==> src/rtl/core/cfsf_pkg.sv <==
// shared types, record constants and crc helper for the can frame serial framer
// no dependencies

package cfsf_pkg;

	localparam int REC_LEN         = 27;
	localparam int CRC_SPAN        = 20;
	localparam int CRC_STAGES      = 5;
	localparam int BYTES_PER_STAGE = CRC_SPAN / CRC_STAGES;
	localparam int BODY_W          = CRC_SPAN * 8;

	localparam logic [7:0]  START_BYTE = 8'h69;
	localparam logic [7:0]  CR_BYTE    = 8'h0D;
	localparam logic [7:0]  LF_BYTE    = 8'h0A;
	localparam logic [31:0] CRC_POLY   = 32'hEDB88320;
	localparam logic [31:0] CRC_INIT   = 32'hFFFFFFFF;

	// byte positions within the record
	localparam logic [4:0] IDX_START     = 5'd0;
	localparam logic [4:0] IDX_BODY0     = 5'd1;
	localparam logic [4:0] IDX_BODY_LAST = 5'd20;
	localparam logic [4:0] IDX_CRC0      = 5'd21;
	localparam logic [4:0] IDX_CRC_LAST  = 5'd24;
	localparam logic [4:0] IDX_CR        = 5'd25;
	localparam logic [4:0] IDX_LF        = 5'd26;

	typedef struct packed {
		logic [31:0] timestamp_us;
		logic [28:0] can_identifier;
		logic        extended_frame;
		logic [3:0]  data_length;
		logic [63:0] payload;
	} in_item_t;

	typedef struct packed {
		logic [7:0] out_byte;
		logic       last_of_record;
	} out_item_t;

	// crc-covered bytes (byte 0 in the low bits) and running crc
	typedef struct packed {
		logic [BODY_W-1:0] body;
		logic [31:0]       crc;
	} rec_t;

	function automatic logic [31:0] crc_byte(input logic [31:0] c, input logic [7:0] b);
		logic [31:0] r;
		r = c ^ {24'd0, b};
		for (int i = 0; i < 8; i++) begin
			r = r[0] ? ((r >> 1) ^ CRC_POLY) : (r >> 1);
		end
		return r;
	endfunction

endpackage

==> src/rtl/core/cfsf_crc_pipe.sv <==
// crc pipeline: folds the record body into the running crc, a few bytes per stage
// depends on cfsf_pkg

module cfsf_crc_pipe (
	input  logic          clk,
	input  logic          arst_n,
	input  logic          in_valid,
	output logic          in_ready,
	input  cfsf_pkg::rec_t in_rec,
	output logic          out_valid,
	input  logic          out_ready,
	output cfsf_pkg::rec_t out_rec
);

	localparam int N  = cfsf_pkg::CRC_STAGES;
	localparam int BP = cfsf_pkg::BYTES_PER_STAGE;

	logic [N-1:0]    valid_s;
	logic [N-1:0]    stage_ready;
	cfsf_pkg::rec_t  data_s [N];

	for (genvar k = 0; k < N; k++) begin : g_stage
		logic           prev_valid;
		logic           next_ready;
		cfsf_pkg::rec_t prev_rec;
		logic [31:0]    crc_next;

		if (k == 0) begin : g_first
			assign prev_valid = in_valid;
			assign prev_rec   = in_rec;
		end else begin : g_mid
			assign prev_valid = valid_s[k-1];
			assign prev_rec   = data_s[k-1];
		end

		if (k == N - 1) begin : g_last
			assign next_ready = out_ready;
		end else begin : g_next
			assign next_ready = stage_ready[k+1];
		end

		assign stage_ready[k] = !valid_s[k] || next_ready;

		always_comb begin
			crc_next = prev_rec.crc;
			for (int j = 0; j < BP; j++) begin
				crc_next = cfsf_pkg::crc_byte(crc_next, prev_rec.body[8*(BP*k+j) +: 8]);
			end
		end

		always_ff @(posedge clk or negedge arst_n) begin
			if (!arst_n) begin
				valid_s[k] <= 1'b0;
			end else if (stage_ready[k]) begin
				valid_s[k] <= prev_valid;
			end
		end

		always_ff @(posedge clk) begin
			if (stage_ready[k] && prev_valid) begin
				data_s[k].body <= prev_rec.body;
				data_s[k].crc  <= crc_next;
			end
		end
	end

	assign in_ready  = stage_ready[0];
	assign out_valid = valid_s[N-1];
	assign out_rec   = data_s[N-1];

endmodule

==> src/rtl/core/cfsf_ser.sv <==
// byte serializer: holds one finished record and sends it out a byte per cycle while out_ready is high
// depends on cfsf_pkg

module cfsf_ser (
	input  logic               clk,
	input  logic               arst_n,
	input  logic               in_valid,
	output logic               in_ready,
	input  cfsf_pkg::rec_t     in_rec,
	output logic               out_valid,
	input  logic               out_ready,
	output cfsf_pkg::out_item_t out_item
);

	logic                        busy_q;
	logic [4:0]                  idx_q;
	logic [cfsf_pkg::BODY_W-1:0] body_q;
	logic [31:0]                 crc_q;
	logic [4:0]                  body_sel;
	logic [4:0]                  crc_sel;
	logic                        at_last;
	logic                        take;

	assign at_last  = (idx_q == cfsf_pkg::IDX_LF);
	assign in_ready = !busy_q || (out_ready && at_last);
	assign take     = in_valid && in_ready;
	assign body_sel = idx_q - cfsf_pkg::IDX_BODY0;
	assign crc_sel  = idx_q - cfsf_pkg::IDX_CRC0;

	always_comb begin
		out_item.last_of_record = at_last;
		case (idx_q) inside
			[cfsf_pkg::IDX_BODY0:cfsf_pkg::IDX_BODY_LAST]:
				out_item.out_byte = body_q[{body_sel, 3'b000} +: 8];
			[cfsf_pkg::IDX_CRC0:cfsf_pkg::IDX_CRC_LAST]:
				out_item.out_byte = crc_q[{crc_sel[1:0], 3'b000} +: 8];
			cfsf_pkg::IDX_CR:
				out_item.out_byte = cfsf_pkg::CR_BYTE;
			cfsf_pkg::IDX_LF:
				out_item.out_byte = cfsf_pkg::LF_BYTE;
			default:
				out_item.out_byte = cfsf_pkg::START_BYTE;
		endcase
	end

	assign out_valid = busy_q;

	always_ff @(posedge clk or negedge arst_n) begin
		if (!arst_n) begin
			busy_q <= 1'b0;
			idx_q  <= cfsf_pkg::IDX_START;
		end else if (take) begin
			busy_q <= 1'b1;
			idx_q  <= cfsf_pkg::IDX_START;
		end else if (busy_q && out_ready) begin
			if (at_last) begin
				busy_q <= 1'b0;
			end else begin
				idx_q <= idx_q + 5'd1;
			end
		end
	end

	always_ff @(posedge clk) begin
		if (take) begin
			body_q <= in_rec.body;
			crc_q  <= ~in_rec.crc;
		end
	end

endmodule

==> src/rtl/core/can_frame_serial_framer_crc32_unit.sv <==
// top level of the can frame serial framer with crc-32
// depends on cfsf_pkg, cfsf_crc_pipe and cfsf_ser

// Takes one received CAN message per item and sends it as a 27-byte serial
// record: start byte 0x69, timestamp (little endian), identifier (little
// endian, bit 31 set for extended frames), raw length byte, three zero pads,
// eight data bytes (zero at or beyond the length), the reflected CRC-32 of
// the twenty bytes after the start byte (little endian), then CR and LF.
// Rate: one byte per cycle at the output while out_ready is high, set by
// the single-byte output serializer; with out_ready held high records follow
// each other with no gap. From acceptance to the start byte a message passes
// one assembly stage, five crc stages of four bytes and the serializer load.
// in_ready stays high while the pipeline has room, so up to seven messages
// can be held behind a stalled output, six of them queued behind the record
// being sent. No configuration, no reset-time sweep.

module can_frame_serial_framer_crc32_unit (
	input  logic                clk,
	input  logic                arst_n,
	input  logic                in_valid,
	output logic                in_ready,
	input  cfsf_pkg::in_item_t  in_item,
	output logic                out_valid,
	input  logic                out_ready,
	output cfsf_pkg::out_item_t out_item
);

	// assembly stage
	logic           valid_s1;
	cfsf_pkg::rec_t rec_s1;
	cfsf_pkg::rec_t rec_next;
	logic           pipe_in_ready;
	logic [63:0]    data_masked;
	logic [31:0]    ident_word;

	// crc pipeline to serializer
	logic           pipe_valid;
	logic           ser_ready;
	cfsf_pkg::rec_t pipe_rec;

	// data bytes at or beyond the length go out as zero
	always_comb begin
		for (int i = 0; i < 8; i++) begin
			data_masked[8*i +: 8] = (4'(i) < in_item.data_length) ?
				in_item.payload[8*i +: 8] : 8'h00;
		end
	end

	// extended flag lands in bit 31 of the identifier word
	assign ident_word = {in_item.extended_frame, 2'b00, in_item.can_identifier};

	// body byte 0 is record byte 1
	assign rec_next.body = {data_masked, 24'h000000, 4'h0, in_item.data_length,
		ident_word, in_item.timestamp_us};
	assign rec_next.crc  = cfsf_pkg::CRC_INIT;

	assign in_ready = !valid_s1 || pipe_in_ready;

	always_ff @(posedge clk or negedge arst_n) begin
		if (!arst_n) begin
			valid_s1 <= 1'b0;
		end else if (in_ready) begin
			valid_s1 <= in_valid;
		end
	end

	always_ff @(posedge clk) begin
		if (in_ready && in_valid) begin
			rec_s1 <= rec_next;
		end
	end

	// crc folding, four bytes per stage
	cfsf_crc_pipe u_crc (
		.clk       (clk),
		.arst_n    (arst_n),
		.in_valid  (valid_s1),
		.in_ready  (pipe_in_ready),
		.in_rec    (rec_s1),
		.out_valid (pipe_valid),
		.out_ready (ser_ready),
		.out_rec   (pipe_rec)
	);

	// record output, next record loads as the line feed is taken
	cfsf_ser u_ser (
		.clk       (clk),
		.arst_n    (arst_n),
		.in_valid  (pipe_valid),
		.in_ready  (ser_ready),
		.in_rec    (pipe_rec),
		.out_valid (out_valid),
		.out_ready (out_ready),
		.out_item  (out_item)
	);

endmodule

==> config.mk <==
export PLATFORM = sky130hd
export DESIGN_NAME = can_frame_serial_framer_crc32_unit
export DESIGN_NICKNAME = d
export VERILOG_FILES = /design/src/rtl/core/cfsf_pkg.sv /design/src/rtl/core/cfsf_crc_pipe.sv /design/src/rtl/core/cfsf_ser.sv /design/src/rtl/core/can_frame_serial_framer_crc32_unit.sv
export SDC_FILE = /design/constraint.sdc
export NUM_CORES = 1
export LEC_CHECK = 0
export BUFFER_PORTS_ARGS = -buffer_cell sky130_fd_sc_hd__buf_2
export CORE_MARGIN = 4
export CORE_UTILIZATION = 55
export CTS_CLUSTER_DIAMETER = 50
export DETAILED_ROUTE_END_ITERATION = 8
export HOLD_SLACK_MARGIN = 0.15
export PLACE_DENSITY = 0.75
export RECOVER_POWER = 50
export SLEW_MARGIN = 20
export SYNTH_ARGS = -nofsm -noshare
export SYNTH_HDL_FRONTEND = slang
export SYNTH_SLANG_ARGS = --single-unit
==> constraint.sdc <==
create_clock -name clk -period 18.55 [get_ports clk]
set_input_delay 3.71 -clock clk [delete_from_list [all_inputs] [get_ports clk]]
set_output_delay 3.71 -clock clk [all_outputs]
set_load 0.02 [all_outputs]
# Word-level counts from Yosys, hierarchy flattened
# Memory sizes are Yosys's and may differ from the RTL's.
# Cells that the tools add are included.
[totals]
regBits = 334
output_inout_bits = 11
word_cells = 430
ram_bits = 960
mem_count = 1
[mem_list]
columns = ["memory", "words", "word_bits", "read_ports", "rd_clocked_by_memory_dff", "write_ports", "line_no", "text"]
rows = [
  ["u_crc.data_s", 5, 192, 5, 0, 5, "cfsf_crc_pipe.sv:20", "cfsf_pkg::rec_t data_s [N];"],
]
[op_classes]
n_reduce_logical = 29
n_eq_ne = 3
n_lt_le_gt_ge = 12
bitwise_logic = 181
n_shift = 2
add_sub_neg = 3
n_mux = 180
[op_table]
columns = ["op", "n"]
rows = [
  ["32-bit 2-to-1 mux", 160],
  ["13-bit NOT with 14-bit output", 160],
  ["32-bit by 8-bit bitwise XOR with 32-bit output", 19],
  ["160-bit by 9-bit variable part select with 8-bit output", 1],
  ["32-bit NOT", 1],
  ["8-bit NOT with 32-bit output", 1],
  ["32-bit by 6-bit variable part select with 8-bit output", 1],
  ["3-bit by 4-bit less-than comparator with 1-bit output, first input constant", 4],
  ["8-bit 2-to-1 mux", 2],
  ["5-bit 2-to-1 mux", 3],
  ["7-bit 2-to-1 mux", 2],
  ["1-bit 2-to-1 mux", 13],
  ["1-bit logical AND", 11],
  ["5-bit == test, second input constant", 2],
  ["5-bit less-or-equal comparator, second input constant", 2],
  ["1-bit by 4-bit less-than comparator with 1-bit output, first input constant", 2],
  ["2-bit by 4-bit less-than comparator with 1-bit output, first input constant", 2],
  ["1-bit zero test", 7],
  ["1-bit logical OR", 7],
  ["5-bit by 1-bit adder with 5-bit output, second input constant", 1],
  ["5-bit by 1-bit greater-or-equal comparator with 1-bit output, second input constant", 1],
  ["5-bit greater-or-equal comparator, second input constant", 1],
  ["5-bit by 1-bit subtractor with 5-bit output, second input constant", 1],
  ["2-bit AND reduction", 2],
  ["other kinds (3)", 4],
]

# Longest topological paths before layout
# Gate-level depths: netlist of the first run.
# An unclocked memory read counts as a cell.
[logic_depth]
depth_word = 69
mapped_depth = 13
ltp_nobuf = 10

# By module
# From an unflattened synthesis of the first run, not the netlist that was laid out.
[unflattened]
hier_cells = 2910
hier_area_um2 = 57138.6
[modules_own_cells]
columns = ["module", "cells_per_inst", "area_each_um2", "seq_area_each_um2", "n_inst"]
rows = [
  ["cfsf_crc_pipe", 2278, 44545.2, 28952.8, 1],
  ["cfsf_ser", 423, 8137.8, 5915.7, 1],
  ["can_frame_serial_framer_crc32_unit", 209, 4455.5, 3928.8, 1],
]

# Least setup slack after synthesis of the first run
# No wires, ideal clock.
[synth_path]
path_type = "input-to-reg"
start = "in out_ready"
end = "mem u_crc.data_s[3][0] (netlist name) (enable)"
slack_ps = 1943
stages = 3
arrival_time_ps = 15676
path_cell_list = "nand2_1 and3_1 a21boi_0"
[synth_rtl]
columns = ["item", "line_no", "text"]
rows = [
  ["start, declared", "can_frame_serial_framer_crc32_unit.sv:24", "input logic out_ready,"],
  ["end, declared", "cfsf_crc_pipe.sv:20", ""],
]

# Worst setup path in the final report of the first run
[layout_path]
start = "in out_ready"
end = "out in_ready"
[layout_via]
elab_chain_cells = 8
[layout_rtl]
columns = ["item", "line_no", "text"]
rows = [
  ["1-bit logical AND", "cfsf_ser.sv:25", "assign in_ready = !busy_q || (out_ready && at_last);"],
  ["1-bit logical OR", "cfsf_ser.sv:25", ""],
  ["1-bit logical OR (5 in a row)", "cfsf_crc_pipe.sv:42", "assign stage_ready[k] = !valid_s[k] || next_ready;"],
  ["1-bit logical OR", "can_frame_serial_framer_crc32_unit.sv:57", "assign in_ready = !valid_s1 || pipe_in_ready;"],
  ["end, declared", "can_frame_serial_framer_crc32_unit.sv:21", "output logic in_ready,"],
]
# No other way between the ends.

==> impl_metrics.json, run 1 <==
{
  "layout-area-overhead-vs-synth_pct": 11.2,
  "drive_gt1_share_pct": 14.1,
  "grt_max_degree": 83,
  "yosysTopAreaCellShare_pct": 65.7,
  "cp-start-kind": "input port",
  "syn_area_per_cell_um2": 18.6,
  "synth_most_common_cell": "edfxtp_1",
  "fin_worst_skew_ns": 0.0773,
  "gp_congestion": 0.914,
  "violations": "max-capacitance violations, max-slew violations",
  "grt-ovfl-total": 0,
  "dieArea_um2": 96500,
  "synth_edf_count": 1102,
  "fin_crit_ns": 8.79,
  "yosysSeqAreaShare_pct": 66.3,
  "post-dp-hpwl_um": 73000,
  "worst_pin_slew_ns": 3.09,
  "drt_wl_total_um": 101000,
  "drv_slew": 47,
  "cts_hold_buf": 0,
  "synth_area_leaders": "edfxtp_1 (66%), xnor2_1 (13%), xnor3_1 (7.0%)",
  "std_cell_rows": 110,
  "grt_pass1_wl_um": 152000,
  "firstDrtPassIters": 8,
  "cts_sinks": 1114,
  "cp.arrival_ns": 5.08,
  "cts_tree": "yes",
  "yosys_most_used_dff": "edfxtp_1",
  "clk_pin_slew_worst_paths_ns": 0.06,
  "numCtsBuffers": 112,
  "core_area_um2": 90400,
  "crit_fanout": 8,
  "end_kind": "output port",
  "async_flop_share_pct": 1.08,
  "ioPinCount": 145,
  "fillCellCount": 6277,
  "clk_path_buf_depth": 3,
  "clk_latency_ns": 0.70,
  "ys_warn_count": 0,
  "worstSetupPathType": "input port to output port",
  "detail-route-antenna-nets": 0,
  "hold_viol_final": 0,
  "cts-resized-gates": 0,
  "vias": 22353,
  "synth_commonest_cells": "edfxtp_1 (1,102), xnor2_1 (768), xor2_1 (222)",
  "cts_setup_buffers": 0,
  "synth_area_um2": 50400,
  "port_buffers": 144,
  "ys_ff_latch": 1114,
  "crit_required_ns": 14.84,
  "netlist_instances": 2703,
  "dieWidth_um": 311,
  "yosys.area.top_type": "edfxtp_1",
  "nNetsFinal": 3080,
  "rsz0062_at_grt": "false",
  "cts_root_buf": "clkbuf_16",
  "die_h_um": 311,
  "fmaxAchievable_ghz": 0.114,
  "syn_nets": 2842,
  "maxCapViolCount": 1,
  "grt_pass1_vias": 23643,
  "ys_types": 50,
  "finalSetupTns_ns": 0,
  "grt_use_total_pct": 21.0,
  "timing.slew.headroom_pct": -106,
  "drc": 0,
  "drtIter0Drc": 2209,
  "min_path_type": "register to register",
  "htreeDepth": 3,
  "antenna_found_initial": 6,
  "start_util_pct": 55.7,
  "routedWlPerCell_um": 24.0,
  "setup-violations-final": 0,
  "status": "finished with violations",
  "fin_crit_sh_pct": 47.4,
  "vias_per_cell": 5.30
}
-- final timing paths --
check | from | end | slack [ns] | cells past startpoint
worst max-delay path | out_ready | in_ready | 9.76 | 7
worst min-delay path | u_crc.data_s[2][163] | u_crc.data_s[3][163] | 0.37 | 0
worst max register to register | u_crc.data_s[2][131] | u_crc.data_s[3][20] | 12.98 | 8
worst min register to register | u_crc.data_s[2][163] | u_crc.data_s[3][163] | 0.37 | 0
max in group asynchronous | arst_n | u_ser.idx_q[0] | 15.03 | 1
min in group asynchronous | arst_n | u_ser.out_valid | 3.02 | 1
-- flip-flops by register name, summed over array words and instances (netlist names) --
name                      count
u_crc.data_s                810
u_ser.idx_q                   5
valid_s1                      1
u_crc.out_valid               1
u_ser.body_q                130
u_ser.out_valid               1
rec_s1                      130
u_crc.g_stage.prev_valid      4
u_ser.crc_q                  32
-- layer usage --
layer	vias up	GRT usage, %	wire [µm]
met4	2	5.60	2290
li1	10216	-	-
met5	-	0	8
met1	11303	29.6	43300
met2	682	34.6	49600
met3	150	3.22	5800
-- through the flow --
| step | utilization, % | cell area [µm²] | hold WS, ns | setup slack [ns] | instances |
|---|---|---|---|---|---|
| 2_1_floorplan | - | 50400 | 0.400 | 1.94 | 2703 |
| 3_3_place_gp | 58.2 | 52600 | 0.401 | 9.85 | 4003 |
| 3_5_place_dp | 58.2 | 52600 | 0.405 | 9.83 | 4003 |
| 4_1_cts | 62.3 | 56300 | 0.373 | 9.83 | 4209 |
| 5_1_grt | 62.0 | 56000 | 0.380 | 9.66 | 4209 |
| 6_report | 62.0 | 56000 | 0.371 | 9.76 | 4214 |
-- layout by cell type (no fill, tap or decap), types with 6 or more instances in the layout --
master / count
clkbuf_16: 113
clkinv_2: 20
and2_0: 7
mux4_2: 37
and3_1: 6
nor2b_1: 49
xor2_1: 229
o21ai_0: 11
clkbuf_1: 26
buf_2: 129
nand3_1: 14
clkinv_8: 7
dfrtp_1: 11
a211oi_1: 8
a21oi_1: 11
xor2_2: 7
nand2_1: 20
xnor2_4: 11
clkinvlp_4: 7
xnor2_2: 32
and2_1: 10
edfxtp_1: 1102
xnor3_2: 6
buf_4: 18
clkinv_1: 22
xnor2_1: 788
xnor3_1: 165
bufinv_16: 7
inv_6: 9
xor3_1: 22
nor2_1: 19
inv_1: 40
-- worst max-delay path, cell delays in order --
cell and delay [ns]:
clkbuf_1 0.25, nand2_1 0.12, and3_1 0.28, and3_1 0.22, and3_1 0.22, nand2_1 0.11, buf_2 0.17
-- layout make-up --
cell class	instances	area [µm²]	share of cell area, %
diodes	5	12.5	0.0223
clock buffers	123	2870	5.11
clock inverters	83	853	1.52
inverters	40	150	0.268
multi-input cells	1510	16400	29.4
flip-flops and latches	1114	33400	59.6
well taps	1176	1470	2.63
repair buffers	163	841	1.50
-- cell families after synthesis --
family	share of synthesized area [%]
AND/OR/NAND/NOR	1.59
multiplexers	1.76
adder cells (fa/ha/maj)	0.124
XOR/XNOR	28.9
flip-flops	66.3
AO/OA/AOI/OAI	0.690
buffers and inverters	0.616
Power of run 1 is not shown: default switching activity piles up to over one toggle a cycle in this logic, so the estimate is an artifact.
==> run 2: changes to the inputs <==
==> constraint.sdc (replaced) <==
create_clock -name clk -period 8.5 [get_ports clk]
set_input_delay 1.7 -clock clk [delete_from_list [all_inputs] [get_ports clk]]
set_output_delay 1.7 -clock clk [all_outputs]
set_load 0.02 [all_outputs]
==> run 2 against run 1 <==
  * Critical path type is now register to output port
  * Routed wire length grew 1.5%
  * Core utilization up 0.23 points
  * Critical endpoint is now out_item[1]
  * Sequential cell count stayed put
  * Final area up 0.37%
  * The flow still finishes with violations (max-capacitance violations, max-slew violations)
==> impl_metrics.json, run 2 (same netlist as run 1, synthesis figures left out) <==
{
  "status": "finished with violations",
  "violations": "max-capacitance violations, max-slew violations",
  "gp_congestion": 0.911,
  "finalSetupTns_ns": 0,
  "worstSetupPathType": "register to output port",
  "min_path_type": "register to register",
  "detail-route-antenna-nets": 0,
  "drtIter0Drc": 2084,
  "cts_sinks": 1114,
  "crit_fanout": 53,
  "vias": 22378,
  "cp-start-kind": "register",
  "setup-violations-final": 0,
  "drc": 0,
  "grt-ovfl-total": 0,
  "firstDrtPassIters": 7,
  "numCtsBuffers": 113,
  "antenna_found_initial": 7,
  "cts-resized-gates": 0,
  "drt_wl_total_um": 103000,
  "layout-area-overhead-vs-synth_pct": 11.6,
  "core_area_um2": 90400,
  "crit_required_ns": 6.80,
  "start_util_pct": 55.7,
  "final_cell_mix": "edfxtp_1 (1,102), xnor2_1 (769), xor2_1 (221), xnor3_1 (158), buf_2 (131)",
  "rsz0062_at_grt": "false",
  "finalInstanceArea_um2": 56200,
  "final_common_cell": "edfxtp_1",
  "grt_use_total_pct": 21.3,
  "clk_path_buf_depth": 3,
  "grt_pass1_vias": 23715,
  "die_h_um": 311,
  "holdWs_ns": 0.390,
  "dieArea_um2": 96500,
  "vias_per_cell": 5.31,
  "fillCellCount": 6245,
  "htreeDepth": 3,
  "std_cell_rows": 110,
  "cts_tree": "yes",
  "cts_hold_buf": 0,
  "drive_gt1_share_pct": 14.9,
  "largest_reg_flops": 810,
  "fin_crit_ns": 6.90,
  "cts_root_buf": "clkbuf_16",
  "grt_max_degree": 163,
  "placed_cell_area_um2": 52600,
  "clk_latency_ns": 0.69,
  "fin_worst_skew_ns": 0.0374,
  "drv_slew": 366,
  "dieWidth_um": 311,
  "cp.arrival_ns": 5.20,
  "maxCapViolCount": 6,
  "post-dp-hpwl_um": 74500,
  "top_register": "u_crc.data_s",
  "ff2ff_setup_slack_ns": 2.81,
  "worst_pin_slew_ns": 4.15,
  "largestRegisters": "u_crc.data_s (810), rec_s1 (130), u_ser.body_q (130)",
  "routedWlPerCell_um": 24.4,
  "cts_setup_buffers": 0,
  "ioPinCount": 145,
  "fmaxAchievable_ghz": 0.145,
  "nNetsFinal": 3077,
  "grt_pass1_wl_um": 153000,
  "port_buffers": 144,
  "timing.slew.headroom_pct": -177,
  "fin_crit_sh_pct": 81.2,
  "hold_viol_final": 0,
  "end_kind": "output port",
  "clk_pin_slew_worst_paths_ns": 0.06
}
run 2: cell count changes in the layout (fill, tap and decap cells not counted), sizes merged:
cell / previous run / this run
inv: 54 / 52
clkinvlp: 7 / 10
bufinv: 7 / 6
clkbuf: 139 / 150
buf: 147 / 143
diode: 5 / 1
clkinv: 55 / 49
run 2: area by class of cell:
class / count / area, µm² / area share [%]
antenna: 1 / 2.50 / 0.00445
clock buffer: 134 / 2950 / 5.24
clock inverter: 77 / 733 / 1.30
inverter: 40 / 150 / 0.267
multi-input combinational: 1510 / 16700 / 29.7
sequential: 1114 / 33400 / 59.4
tap: 1176 / 1470 / 2.62
timing repair buffer: 159 / 840 / 1.49
run 2: worst paths after layout:
kind,from,to,cells after the start
max reg2reg,u_ser.idx_q[0],u_ser.body_q[145],9
max,u_ser.idx_q[0],out_item[1],9
min in group asynchronous,arst_n,u_crc.out_valid,1
max in group asynchronous,arst_n,u_ser.idx_q[0],1
min reg2reg,u_crc.data_s[2][82],u_crc.data_s[3][82],0
min,u_crc.data_s[2][82],u_crc.data_s[3][82],0
run 2: layer usage:
metal / track usage (%) / routed length (µm) / vias to the layer above
met1: 29.1 / 42400 / 11190
li1: - / - / 10201
met2: 34.4 / 49400 / 836
met3: 4.94 / 7620 / 151
met5: 0 / 0 / -
met4: 7.15 / 3150 / 0
run 2: metrics by stage:
| stage | setup slack [ns] | std cells | utilization, % |
|---|---|---|---|
| floorplan | 1.44 | 2703 | - |
| global placement | 3.01 | 3997 | 58.1 |
| finish | 1.60 | 4211 | 62.2 |
| detailed placement | 2.83 | 3997 | 58.1 |
| CTS | 2.08 | 4208 | 62.2 |
| global route | 1.27 | 4210 | 62.2 |
run 2: critical path, cell delays in order (launching register included):
cell,delay [ns]
dfrtp_2,0.34
buf_4,0.64
inv_1,0.29
ha_1,1.63
mux4_2,0.46
a211oi_1,0.31
a311oi_1,0.10
a211oi_1,0.44
a31oi_1,0.07
buf_2,0.20
Power of run 2 is left out for the same reason.
